===== src/lws_pkg.sv =====
// ----------------------------------------------------------------------------
// Lottery weighted scheduler package
// Sequencer states, configuration and command codes and the result layout.
// ----------------------------------------------------------------------------
package lws_pkg;

    typedef enum logic [2:0] {
        ST_CLEAR,
        ST_IDLE,
        ST_LOAD,
        ST_SUM,
        ST_DIV,
        ST_SCAN,
        ST_UPDATE,
        ST_EMIT
    } lws_state_t;

    // Configuration register indexes.
    localparam logic CFG_TARGET = 1'b0;
    localparam logic CFG_ACTIVE = 1'b1;

    // Request kinds carried on s_tuser.
    localparam logic CMD_LOAD = 1'b0;
    localparam logic CMD_DRAW = 1'b1;

    localparam int IN_TDATA_W  = 48;
    localparam int OUT_TDATA_W = 32;
    localparam int RES_W       = 26;

    // Result fields, first field in the highest bits.
    typedef struct packed {
        logic        all_retired;
        logic        just_retired;
        logic [15:0] served_count;
        logic [6:0]  chosen_index;
        logic        found;
    } lws_result_t;

endpackage


===== src/lottery_weighted_scheduler_unit.sv =====
// ----------------------------------------------------------------------------
// Lottery weighted scheduler unit
// Weighted random selection over a table of requesters with served counts
// and retirement at a programmable target count.
// ----------------------------------------------------------------------------
//
//  Channel   Direction  Handshake          Carries
//  s_        in         s_tvalid/s_tready  load or draw request
//  m_        out        m_tvalid/m_tready  draw result, one per draw
//  cfg_      in         cfg_valid/cfg_ready register index and write data
//
// A load request writes the table once. A draw makes a summing pass over the
// table memory, a bit-serial modulo reduction of the 32-bit random word, a scan up
// to the chosen entry, a read-modify-write and the output transfer. An empty draw
// makes only the summing pass and the output transfer.
// After reset a clearing pass over all ENTRIES words zeroes the table; no request is taken.
// A result waits in the output register; a draw stalls at its end only if that is full.
//
module lottery_weighted_scheduler_unit
    import lws_pkg::*;
#(
    parameter int ENTRIES     = 128,
    parameter int WEIGHT_BITS = 8,
    parameter int COUNT_BITS  = 16
) (
    input  logic                   aclk,
    input  logic                   aresetn,
    // Request channel.
    input  logic                   s_tvalid,
    output logic                   s_tready,
    // entry_index[6:0], weight_value[14:7], random_word[46:15], zero pad [47]
    input  logic [IN_TDATA_W-1:0]  s_tdata,
    // cmd[0]
    input  logic                   s_tuser,
    // Result channel.
    output logic                   m_tvalid,
    input  logic                   m_tready,
    // found[0], chosen_index[7:1], served_count[23:8], just_retired[24],
    // all_retired[25], zero pad [31:26]
    output logic [OUT_TDATA_W-1:0] m_tdata,
    // Configuration channel.
    input  logic                   cfg_valid,
    output logic                   cfg_ready,
    input  logic                   cfg_index,
    input  logic [15:0]            cfg_data
);

    localparam int IDX_W  = $clog2(ENTRIES);
    localparam int LIM_W  = $clog2(ENTRIES + 1);
    localparam int ACT_W  = (LIM_W > 8) ? LIM_W : 8;
    localparam int SUM_W  = WEIGHT_BITS + LIM_W;
    localparam int WORD_W = 1 + COUNT_BITS + WEIGHT_BITS;

    // Table word: retired mark on top, served count, weight at the bottom.
    localparam int CNT_LSB = WEIGHT_BITS;
    localparam int MARK_B  = WORD_W - 1;

    lws_state_t state_reg, state_next;

    logic [15:0]          target_reg;
    logic [ACT_W-1:0]     active_reg;

    logic [LIM_W-1:0]     iss_reg, iss_next;
    logic                 rvalid_reg, rvalid_next;
    logic [IDX_W-1:0]     ridx_reg, ridx_next;
    logic [SUM_W-1:0]     sum_reg, sum_next;
    logic [LIM_W-1:0]     nr_reg, nr_next;
    logic [31:0]          quo_reg, quo_next;
    logic [SUM_W-1:0]     rem_reg, rem_next;
    logic [4:0]           dcnt_reg, dcnt_next;
    logic [SUM_W-1:0]     run_reg, run_next;
    logic [IDX_W-1:0]     pick_reg, pick_next;
    logic [WORD_W-1:0]    word_reg, word_next;
    logic                 ld_ok_reg, ld_ok_next;
    logic [IDX_W-1:0]     ld_addr_reg, ld_addr_next;
    logic [WEIGHT_BITS-1:0] ld_w_reg, ld_w_next;
    lws_result_t          res_reg, res_next;
    logic                 m_tvalid_reg, m_tvalid_next;
    lws_result_t          m_tdata_reg, m_tdata_next;

    // Table memory signals.
    logic                 ram_we;
    logic [IDX_W-1:0]     ram_waddr;
    logic [WORD_W-1:0]    ram_wdata;
    logic [WORD_W-1:0]    ram_rdata;

    lws_ram #(
        .WIDTH (WORD_W),
        .DEPTH (ENTRIES)
    ) u_table (
        .aclk  (aclk),
        .we    (ram_we),
        .waddr (ram_waddr),
        .wdata (ram_wdata),
        .raddr (iss_reg[IDX_W-1:0]),
        .rdata (ram_rdata)
    );

    // Fields of the word returned by the table memory.
    logic [WEIGHT_BITS-1:0] rd_w;
    logic                   rd_mark;
    assign rd_w    = ram_rdata[WEIGHT_BITS-1:0];
    assign rd_mark = ram_rdata[MARK_B];

    // Number of entries that take part in a draw: zero acts as one and
    // anything beyond the table acts as the full table.
    logic [LIM_W-1:0] n_lim;
    always_comb begin
        if (active_reg == '0) begin
            n_lim = LIM_W'(1);
        end else if (32'(active_reg) > 32'(ENTRIES)) begin
            n_lim = LIM_W'(ENTRIES);
        end else begin
            n_lim = LIM_W'(active_reg);
        end
    end

    logic accept;
    logic out_free;
    logic issue;
    logic sum_done;
    logic div_last;
    logic [SUM_W-1:0] run_new;
    logic hit;

    assign accept   = s_tvalid && s_tready;
    assign out_free = !m_tvalid_reg || m_tready;
    assign issue    = iss_reg < n_lim;
    assign sum_done = !issue && !rvalid_reg;
    assign div_last = dcnt_reg == 5'd31;
    assign run_new  = run_reg + SUM_W'(rd_w);
    // The reduced draw is always below the active sum, so the scan ends on
    // an entry before the active range runs out.
    assign hit      = rvalid_reg && (rem_reg < run_new);

    // Modulo step: shift in one dividend bit and subtract the sum if it fits.
    logic [SUM_W:0] div_trial;
    assign div_trial = {rem_reg, quo_reg[31]};

    // Served count update of the chosen entry.
    logic [COUNT_BITS-1:0]  upd_cnt_old;
    logic [COUNT_BITS-1:0]  upd_cnt;
    logic [15:0]            target_eff;
    logic                   upd_retire;
    logic                   upd_newly;
    assign upd_cnt_old = word_reg[CNT_LSB +: COUNT_BITS];
    assign upd_cnt     = (&upd_cnt_old) ? upd_cnt_old : upd_cnt_old + COUNT_BITS'(1);
    assign target_eff  = (target_reg == '0) ? 16'd1 : target_reg;
    assign upd_retire  = 32'(upd_cnt) >= 32'(target_eff);
    assign upd_newly   = upd_retire && !word_reg[MARK_B];

    // Next state.
    always_comb begin
        state_next = state_reg;
        unique case (state_reg)
            ST_CLEAR: begin
                if (iss_reg == LIM_W'(ENTRIES - 1)) begin
                    state_next = ST_IDLE;
                end
            end
            ST_IDLE: begin
                if (accept) begin
                    state_next = (s_tuser == CMD_DRAW) ? ST_SUM : ST_LOAD;
                end
            end
            ST_LOAD: begin
                state_next = ST_IDLE;
            end
            ST_SUM: begin
                if (sum_done) begin
                    state_next = (sum_reg == '0) ? ST_EMIT : ST_DIV;
                end
            end
            ST_DIV: begin
                if (div_last) begin
                    state_next = ST_SCAN;
                end
            end
            ST_SCAN: begin
                if (hit) begin
                    state_next = ST_UPDATE;
                end
            end
            ST_UPDATE: begin
                state_next = ST_EMIT;
            end
            ST_EMIT: begin
                if (out_free) begin
                    state_next = ST_IDLE;
                end
            end
            default: begin
                state_next = ST_CLEAR;
            end
        endcase
    end

    // Handshake and table memory controls.
    always_comb begin
        s_tready  = 1'b0;
        ram_we    = 1'b0;
        ram_waddr = iss_reg[IDX_W-1:0];
        ram_wdata = '0;
        unique case (state_reg)
            ST_CLEAR: begin
                ram_we = 1'b1;
            end
            ST_IDLE: begin
                s_tready = 1'b1;
            end
            ST_LOAD: begin
                // A load clears the served count and the retired mark.
                ram_we    = ld_ok_reg;
                ram_waddr = ld_addr_reg;
                ram_wdata = {1'b0, COUNT_BITS'(0), ld_w_reg};
            end
            ST_UPDATE: begin
                ram_we    = 1'b1;
                ram_waddr = pick_reg;
                ram_wdata = {word_reg[MARK_B] | upd_retire, upd_cnt,
                             upd_retire ? WEIGHT_BITS'(0) : word_reg[WEIGHT_BITS-1:0]};
            end
            default: begin
                s_tready = 1'b0;
            end
        endcase
    end

    // Datapath next values.
    always_comb begin
        iss_next      = iss_reg;
        rvalid_next   = 1'b0;
        ridx_next     = ridx_reg;
        sum_next      = sum_reg;
        nr_next       = nr_reg;
        quo_next      = quo_reg;
        rem_next      = rem_reg;
        dcnt_next     = dcnt_reg;
        run_next      = run_reg;
        pick_next     = pick_reg;
        word_next     = word_reg;
        ld_ok_next    = ld_ok_reg;
        ld_addr_next  = ld_addr_reg;
        ld_w_next     = ld_w_reg;
        res_next      = res_reg;
        m_tvalid_next = m_tvalid_reg && !m_tready;
        m_tdata_next  = m_tdata_reg;

        case (state_reg)
            ST_CLEAR: begin
                iss_next = iss_reg + LIM_W'(1);
            end
            ST_IDLE: begin
                iss_next = '0;
                sum_next = '0;
                nr_next  = '0;
                if (accept) begin
                    quo_next     = s_tdata[46:15];
                    ld_ok_next   = 32'(s_tdata[6:0]) < 32'(ENTRIES);
                    ld_addr_next = IDX_W'(s_tdata[6:0]);
                    ld_w_next    = WEIGHT_BITS'(s_tdata[14:7]);
                end
            end
            ST_SUM: begin
                if (issue) begin
                    iss_next    = iss_reg + LIM_W'(1);
                    rvalid_next = 1'b1;
                    ridx_next   = iss_reg[IDX_W-1:0];
                end
                if (rvalid_reg) begin
                    sum_next = sum_reg + SUM_W'(rd_w);
                    nr_next  = nr_reg + LIM_W'(!rd_mark);
                end
                rem_next  = '0;
                dcnt_next = '0;
                if (sum_done && (sum_reg == '0)) begin
                    res_next             = '0;
                    res_next.all_retired = nr_reg == '0;
                end
            end
            ST_DIV: begin
                if (div_trial >= {1'b0, sum_reg}) begin
                    rem_next = SUM_W'(div_trial - {1'b0, sum_reg});
                end else begin
                    rem_next = SUM_W'(div_trial);
                end
                quo_next  = {quo_reg[30:0], 1'b0};
                dcnt_next = dcnt_reg + 5'd1;
                iss_next  = '0;
                run_next  = '0;
            end
            ST_SCAN: begin
                if (issue) begin
                    iss_next    = iss_reg + LIM_W'(1);
                    rvalid_next = 1'b1;
                    ridx_next   = iss_reg[IDX_W-1:0];
                end
                if (rvalid_reg) begin
                    run_next = run_new;
                end
                if (hit) begin
                    pick_next = ridx_reg;
                    word_next = ram_rdata;
                end
            end
            ST_UPDATE: begin
                res_next.found        = 1'b1;
                res_next.chosen_index = 7'(pick_reg);
                res_next.served_count = 16'(upd_cnt);
                res_next.just_retired = upd_retire;
                res_next.all_retired  = upd_newly ? (nr_reg == LIM_W'(1)) : (nr_reg == '0);
            end
            ST_EMIT: begin
                if (out_free) begin
                    m_tvalid_next = 1'b1;
                    m_tdata_next  = res_reg;
                end
            end
            default: begin
                rvalid_next = 1'b0;
            end
        endcase
    end

    always_ff @(posedge aclk) begin
        if (!aresetn) begin
            state_reg    <= ST_CLEAR;
            iss_reg      <= '0;
            rvalid_reg   <= 1'b0;
            m_tvalid_reg <= 1'b0;
            target_reg   <= 16'd1;
            active_reg   <= ACT_W'(ENTRIES);
        end else begin
            state_reg    <= state_next;
            iss_reg      <= iss_next;
            rvalid_reg   <= rvalid_next;
            m_tvalid_reg <= m_tvalid_next;
            if (cfg_valid && cfg_ready) begin
                case (cfg_index)
                    CFG_TARGET: target_reg <= cfg_data;
                    CFG_ACTIVE: active_reg <= ACT_W'(cfg_data[7:0]);
                    default:    target_reg <= target_reg;
                endcase
            end
        end
    end

    // Payload registers carry no reset.
    always_ff @(posedge aclk) begin
        ridx_reg    <= ridx_next;
        sum_reg     <= sum_next;
        nr_reg      <= nr_next;
        quo_reg     <= quo_next;
        rem_reg     <= rem_next;
        dcnt_reg    <= dcnt_next;
        run_reg     <= run_next;
        pick_reg    <= pick_next;
        word_reg    <= word_next;
        ld_ok_reg   <= ld_ok_next;
        ld_addr_reg <= ld_addr_next;
        ld_w_reg    <= ld_w_next;
        res_reg     <= res_next;
        m_tdata_reg <= m_tdata_next;
    end

    assign cfg_ready = 1'b1;
    assign m_tvalid  = m_tvalid_reg;
    assign m_tdata   = {(OUT_TDATA_W - RES_W)'(0), m_tdata_reg};

endmodule


===== src/lws_ram.sv =====
// ----------------------------------------------------------------------------
// Generic single-clock RAM
// One write port and one read port; the read data is registered.
// ----------------------------------------------------------------------------
module lws_ram #(
    parameter int WIDTH = 8,
    parameter int DEPTH = 16
) (
    input  logic                     aclk,
    input  logic                     we,
    input  logic [$clog2(DEPTH)-1:0] waddr,
    input  logic [WIDTH-1:0]         wdata,
    input  logic [$clog2(DEPTH)-1:0] raddr,
    output logic [WIDTH-1:0]         rdata
);

    logic [WIDTH-1:0] mem [DEPTH];

    always_ff @(posedge aclk) begin
        if (we) begin
            mem[waddr] <= wdata;
        end
        rdata <= mem[raddr];
    end

endmodule


===== config.mk =====
export PLATFORM = sky130hd
export DESIGN_NAME = lottery_weighted_scheduler_unit
export DESIGN_NICKNAME = d
export VERILOG_FILES = /design/src/lws_pkg.sv /design/src/lottery_weighted_scheduler_unit.sv /design/src/lws_ram.sv
export SDC_FILE = /design/constraint.sdc
export NUM_CORES = 2
export LEC_CHECK = 0
export ABC_AREA = 0
export BUFFER_PORTS_ARGS = -buffer_cell sky130_fd_sc_hd__buf_4
export CORE_MARGIN = 3
export CORE_UTILIZATION = 35
export CTS_CLUSTER_DIAMETER = 200
export CTS_CLUSTER_SIZE = 12
export DETAILED_ROUTE_END_ITERATION = 16
export PLACE_DENSITY = 0.52
export SYNTH_ARGS = -nofsm -noshare
export SYNTH_HDL_FRONTEND = slang
export SYNTH_SLANG_ARGS = --single-unit
export TNS_END_PERCENT = 5

===== constraint.sdc =====
create_clock -name aclk -period 7.31 [get_ports aclk]
set_input_delay 0 -clock aclk [delete_from_list [all_inputs] [get_ports aclk]]
set_output_delay 0 -clock aclk [all_outputs]
set_load 0.005 [all_outputs]

=== After elaboration in Yosys (flattened, before gate mapping) ===
Memory sizes are Yosys's and may differ from the RTL's. A register that Yosys moved wholly into a read port is not among the register bits.
Index checks and enable logic that the tools add are counted.

* RAM bits: 3200
* Bits of input ports: 71
* Register bits after elaboration: 236
* Logic and storage cells: 142
* Memories: 1
* Output and inout port bits: 35

* Reduce and logical (&&, ||, !) cells: 41
* $add $sub $neg: 7
* Equal/unequal tests: 20
* Magnitude comparators: 5
* Bitwise logic cells: 2
* Muxes and demuxes: 39

{| class="wikitable"
|+ Memory list
! memory !! words !! bits a word !! read ports !! clocked after memory_dff !! wr ports !! line !! source
|-
| u_table.mem || 128 || 25 || 1 || 1 || 1 || lws_ram.sv:17 || <nowiki>logic [WIDTH-1:0] mem [DEPTH];</nowiki>
|}

{| class="wikitable"
|+ Operator list
! operator !! count
|-
| 16-bit case mux with 2 select lines || 3
|-
| 16-bit 2-to-1 mux || 5
|-
| 32-bit case mux with 2 select lines || 1
|-
| 26-bit case mux with 2 select lines || 1
|-
| 25-bit case mux with 2 select lines || 1
|-
| 8-bit 2-to-1 mux || 5
|-
| 16-bit by 8-bit adder with 16-bit output || 2
|-
| 16-bit logical NOT || 2
|-
| 32-bit 2-to-1 mux || 1
|-
| 26-bit 2-to-1 mux || 1
|-
| 3-bit case mux with 8 select lines || 1
|-
| 8-bit case mux with 3 select lines || 1
|-
| 2-bit AND reduction || 12
|-
| 3-bit 2-to-1 mux || 6
|-
| 2-bit != test (second input constant) || 9
|-
| 17-bit by 16-bit greater-or-equal comparator with 1-bit output || 1
|-
| 16-bit by 1-bit adder with 16-bit output (second input constant) || 1
|-
| 16-bit greater-or-equal comparator || 1
|-
| 8-bit logical NOT || 2
|-
| 16-bit less-than comparator || 1
|-
| 8-bit case mux with 2 select lines || 1
|-
| 16-bit AND reduction || 1
|-
| 16-bit subtractor || 1
|-
| 7-bit case mux with 2 select lines || 1
|-
| 26 further kinds || 53
|}

=== Depth between registers and ports, before layout ===
* Word-level depth: 9
* Gate-level depth with buffers: 16
* Depth with buffers taken out: 16

=== Modules after synthesis ===
Synthesis repeated with hierarchy kept, for this count alone.

* Cell total of the unflattened synthesis: 5860
* Area total of the unflattened synthesis: 134895.6 um^2

{| class="wikitable"
|+ Modules (own cells, without submodules)
! module !! times used !! area each (um^2) !! cells each !! sequential area each (um^2)
|-
| lws_ram || 1 || 122274.8 || 4720 || 96592.6
|-
| lottery_weighted_scheduler_unit || 1 || 12620.9 || 1140 || 6716.4
|}

=== Least setup slack after synthesis ===
No wires, ideal clock.

* Path type: register to register
* Start point: reg word_reg[12]
* End point: mem u_table.mem[0][0] in the netlist's numbering, data pin
* Stages on the path, launching flop included: 16
* Path slack: -155 ps
* Arrival time: 6576 ps
* Buffers on the path: 2
* Period minus slack after synthesis: 7465 ps
* Path through: edfxtp_1 nand4_1 nor3_1 nand3_1 or3_1 clkbuf_1 xnor2_1 ha_1 nand2b_1 a21o_1 a211oi_1 o21ai_0 a21oi_1 clkbuf_1 nand3_1 a21oi_1

* Word-level cells in the longest chain between the ends: 5
* Elaborated cells on any way between the ends: 6
* Classes of those cells: add/sub (1); order compare (1); mux (3); reduce/logical (1)

{| class="wikitable"
|+ Ends and longest elaborated chain
! what !! line !! source
|-
| start: declaration || lottery_weighted_scheduler_unit.sv:73 || <nowiki>logic [WORD_W-1:0] word_reg, word_next;</nowiki>
|-
| start signal: assignment || lottery_weighted_scheduler_unit.sv:358 || <nowiki>word_reg <= word_next;</nowiki>
|-
| 16-bit by 1-bit adder with 16-bit output or 16-bit AND reduction (tied branches) || lottery_weighted_scheduler_unit.sv:147 || <nowiki>assign upd_cnt = (&upd_cnt_old) ? upd_cnt_old : upd_cnt_old + COUNT_BITS'(1);</nowiki>
|-
| 16-bit 2-to-1 mux * || lottery_weighted_scheduler_unit.sv:147 ||
|-
| 16-bit greater-or-equal comparator * || lottery_weighted_scheduler_unit.sv:149 || <nowiki>assign upd_retire = 32'(upd_cnt) >= 32'(target_eff);</nowiki>
|-
| 8-bit 2-to-1 mux * || lottery_weighted_scheduler_unit.sv:221 || <nowiki>upd_retire ? WEIGHT_BITS'(0) : word_reg[WEIGHT_BITS-1:0]};</nowiki>
|-
| 25-bit case mux with 2 select lines * || lottery_weighted_scheduler_unit.sv:204 || <nowiki>unique case (state_reg)</nowiki>
|-
| net ram_wdata[0] || lottery_weighted_scheduler_unit.sv:84 || <nowiki>logic [WORD_W-1:0] ram_wdata;</nowiki>
|-
| end: declaration || lws_ram.sv:17 ||
|}

Mark *: on every way through the listed nets, which the timed path passes. The rest lies on a longest branch.

=== Worst setup path in the final report ===
* Start point: reg word_reg[12]
* End point: mem u_table.mem[90][4] in the netlist's numbering, data pin

The elaborated chain is that of the path after synthesis.

==> summary.txt <==
Synth unique cells: 69
Status: finished clean
WL final: 390 mm
Pin count of the biggest net entering global routing: 129
Worst VDD drop: 0.000174 V
GRT Max-Usage Layer: met2
Reg-to-reg startpoint: word_reg[12]
R2r worst-path depth: 15
Nets: 7028
Post-route ant nets: 0
Wire per inst: 32.5 microns
TritonCTS sink count: 3461
Die H: 627 microns
Die ar.: 0.393 sq mm
Resized cells post-CTS: 0
Area post-placement: 0.144 sq mm
Initial core utilization: 35.2%
# rows: 227
Vias: 67500
Critical path origin: word_reg[12]
Antenna violations before repair: 22
Syn avg cell area: 21.4 sq um
RSZ-0062 raised after global routing: no
Crit share post-route: 74.0%
Worst hold stages: 5
Pre-antenna DRT Iters: 5
Worst slew margin: 5.52%
Post-synth EDFFs: 3399
Final Setup Violations: 0
Worst setup EP type: register
Post-DR vias/cell: 5.63
Min-delay src: s_tvalid
H-tree depth: 5
Placed Instances: 11400
Finished Layout Cells: 12000
Clk root buf: clkbuf_16
DR iter-0 viols: 7663
Final TNS setup: 0 ns
M2 GR Usage: 31.0%
Share of layout cells above drive strength 1: 26.0%
CP Max Fanout: 64
Core area: 0.383 sq mm
PwrDens: 249 mW/mm^2
Fin. Hold Viols: 0
CP Data Arrival Time: 6.03 ns
# DRC: 0
I/O pins: 106
Gp weighted congestion: 0.836
GRT Util Overall: 19.5%
Num CTS Buffers: 326
Util after Layout: 40.3%
Fmax: 185 MHz
Final slew viol count: 0
Synth Warn #: 0
Worst hold path class: input port to register
P_leak: 45.1 nW
Mapped Area: 0.135 sq mm
Register bit total from synthesis: 3461
Slew @ Worst Pin: 1.41 ns
Required @ worst endpoint: 7.93 ns
Met3 usage: 3.45%
GR Util met1: 27.6%
Die width: 627 microns
Final HPWL DP: 222 mm
Clock transition at the registers of the reported paths: 0.07 ns
P&R area growth vs syn: 14.3%
First-pass GRT wire length: 541 mm
Post-synthesis sequential area ratio: 76.6%
Time the worst path needs with I/O delays and setup: 5.41 ns
Setup Skew: 0.0715 ns
CTS tree: built
IO buf count: 97
Setup Fix Bufs, Post-CTS: 0
CTS Buffer Depth: 4
Post-synth top flop: edfxtp_1
Max reg flops: 3200
Gate Count Post-Synth: 6303
Max_cap viols: 0
Clk_lat worst skew: 0.97 ns
Asr flop ratio synth: 0%
CP Launch Type: register
Vias in the first global route: 67800
Fin area: 0.154 sq mm
Critical path class: register to register
GRT overflow: 0
## area by class of cell
cell class / count / area, sq um
clock buffer: 376 / 8410
fill: 33600 / 229000
clock inverter: 22 / 418
timing repair buffer: 559 / 4880
tap: 5038 / 6300
antenna: 10 / 25.0
sequential: 3461 / 103000
inverter: 56 / 210
multi-input combinational: 2474 / 30600
## synth_stat cells, types with 4 or more instances
| cell type | count | area share (%) |
|---|---|---|
| mux4_2 | 859 | 14 |
| buf_4 | 42 | 0.23 |
| nor2_1 | 228 | 0.63 |
| or3_1 | 10 | 0.046 |
| a22oi_1 | 79 | 0.44 |
| nand2_1 | 292 | 0.81 |
| nor3_1 | 34 | 0.13 |
| o21ai_0 | 70 | 0.26 |
| a21boi_0 | 25 | 0.14 |
| a31oi_1 | 14 | 0.065 |
| a21oi_1 | 62 | 0.23 |
| clkbuf_1 | 111 | 0.31 |
| ha_1 | 76 | 0.71 |
| nand3_1 | 78 | 0.29 |
| edfxtp_1 | 3399 | 76 |
| and2_1 | 50 | 0.23 |
| nand4_1 | 27 | 0.13 |
| o21a_1 | 15 | 0.084 |
| nor3b_1 | 4 | 0.022 |
| or4_1 | 6 | 0.033 |
| buf_1 | 38 | 0.11 |
| nor2b_1 | 23 | 0.11 |
| a22o_1 | 5 | 0.032 |
| o22ai_1 | 38 | 0.18 |
| or2_2 | 5 | 0.023 |
| a32oi_1 | 9 | 0.058 |
| nor4_1 | 29 | 0.13 |
| buf_6 | 18 | 0.15 |
| dfxtp_1 | 62 | 0.92 |
| mux2_2 | 18 | 0.15 |
| a2111oi_0 | 8 | 0.052 |
| a211oi_1 | 31 | 0.17 |
| xnor2_1 | 33 | 0.21 |
| nand2b_1 | 16 | 0.074 |
| o211ai_1 | 6 | 0.033 |
| mux2i_1 | 210 | 1.6 |
| xor2_1 | 18 | 0.12 |
| a21o_1 | 15 | 0.084 |
| inv_1 | 54 | 0.15 |
| and3_1 | 34 | 0.16 |
| buf_2 | 107 | 0.40 |
## worst max-delay path, cell delays in order (launching register included)
cell	delay [ns]
edfxtp_1	0.43
nand4_1	0.19
nor3_1	0.37
nand3_1	0.16
or3_1	0.49
xnor2_1	0.43
ha_1	0.31
nand2b_1	0.15
a21o_1	0.18
a211oi_1	0.24
o21ai_0	0.12
a21oi_1	0.22
buf_4	0.26
nand3_1	0.15
a21oi_4	0.66
buf_4	0.62
## cell families after synthesis
kind of cell / after synthesis / synth area share [%]
other cells: 2 / 0.00557
xor+xnor: 51 / 0.331
buf+inv: 373 / 1.36
simple gates: 844 / 2.87
fa+ha+maj: 79 / 0.750
mux: 1087 / 16.1
compound gates: 406 / 2.02
flops: 3461 / 76.6
## through the flow
step           setup slack [ns]  total power [W]  hold WS (ns)
2_1_floorplan          -0.00706           0.0230        0.0989
3_3_place_gp               1.71           0.0236         0.181
3_5_place_dp               1.90           0.0236         0.181
4_1_cts                    1.85           0.0388        0.0464
5_1_grt                    1.49           0.0397         0.103
6_report                   1.90           0.0384         0.127
## power by group
group | switching, W | internal [W] | leakage [nW] | total, W
registers | 0.0000653 | 0.0215 | 30.0 | 0.0216
logic | 0.000954 | 0.000661 | 10.8 | 0.00161
clock network | 0.00711 | 0.00810 | 4.29 | 0.0152
## per-layer routing
metal  share of wire [%]  routed length, microns
met1                  42                  163000
met2                  47                  184000
met3                 7.7                   29900
met4                 3.2                   12500
met5               0.012                      45
## final timing paths
path	endpoint	slack, ns
worst max-delay path	u_table.mem[90][4]	1.90
worst min register to register	word_reg[20]	0.41
worst max register to register	u_table.mem[90][4]	1.90
worst min-delay path	state_reg[1]	0.13
## cells in the final DEF (no fill, tap or decap), drive strengths merged, types with 6 or more instances in the layout
cell         netlist  final
a211oi            31     31
clkbuf           111    376
mux2              18     18
nor4              29     29
ha                76     76
a21boi            25     25
xor2              18     18
nor2             228    228
inv               55     64
o22ai             38     38
a21o              15     15
conb               2      7
o211ai             6      6
xnor2             33     33
and3              34     34
o21a              15     15
dlygate4sd3        0    173
mux4             859    859
nor2b             23     23
nor3              35     35
nand2b            16     16
a22oi             79     79
or3               10     10
mux2i            210    210
nand3             78     78
dfxtp             62     62
clkinv             1     14
nand2            292    292
a32oi              9      9
a2111oi            8      8
a21oi             62     62
edfxtp          3399   3399
buf              206    386
diode              0     10
nand4             27     27
a31oi             14     14
o21ai             71     71
and2              50     50
or4                6      6
## what timing repair did
action                                  in CTS  in global routing
hold buffers                               173                  0
endpoints found under the setup margin       0                  0
hold endpoints to repair                   125                  0
Power figures use the tool's default switching activity.
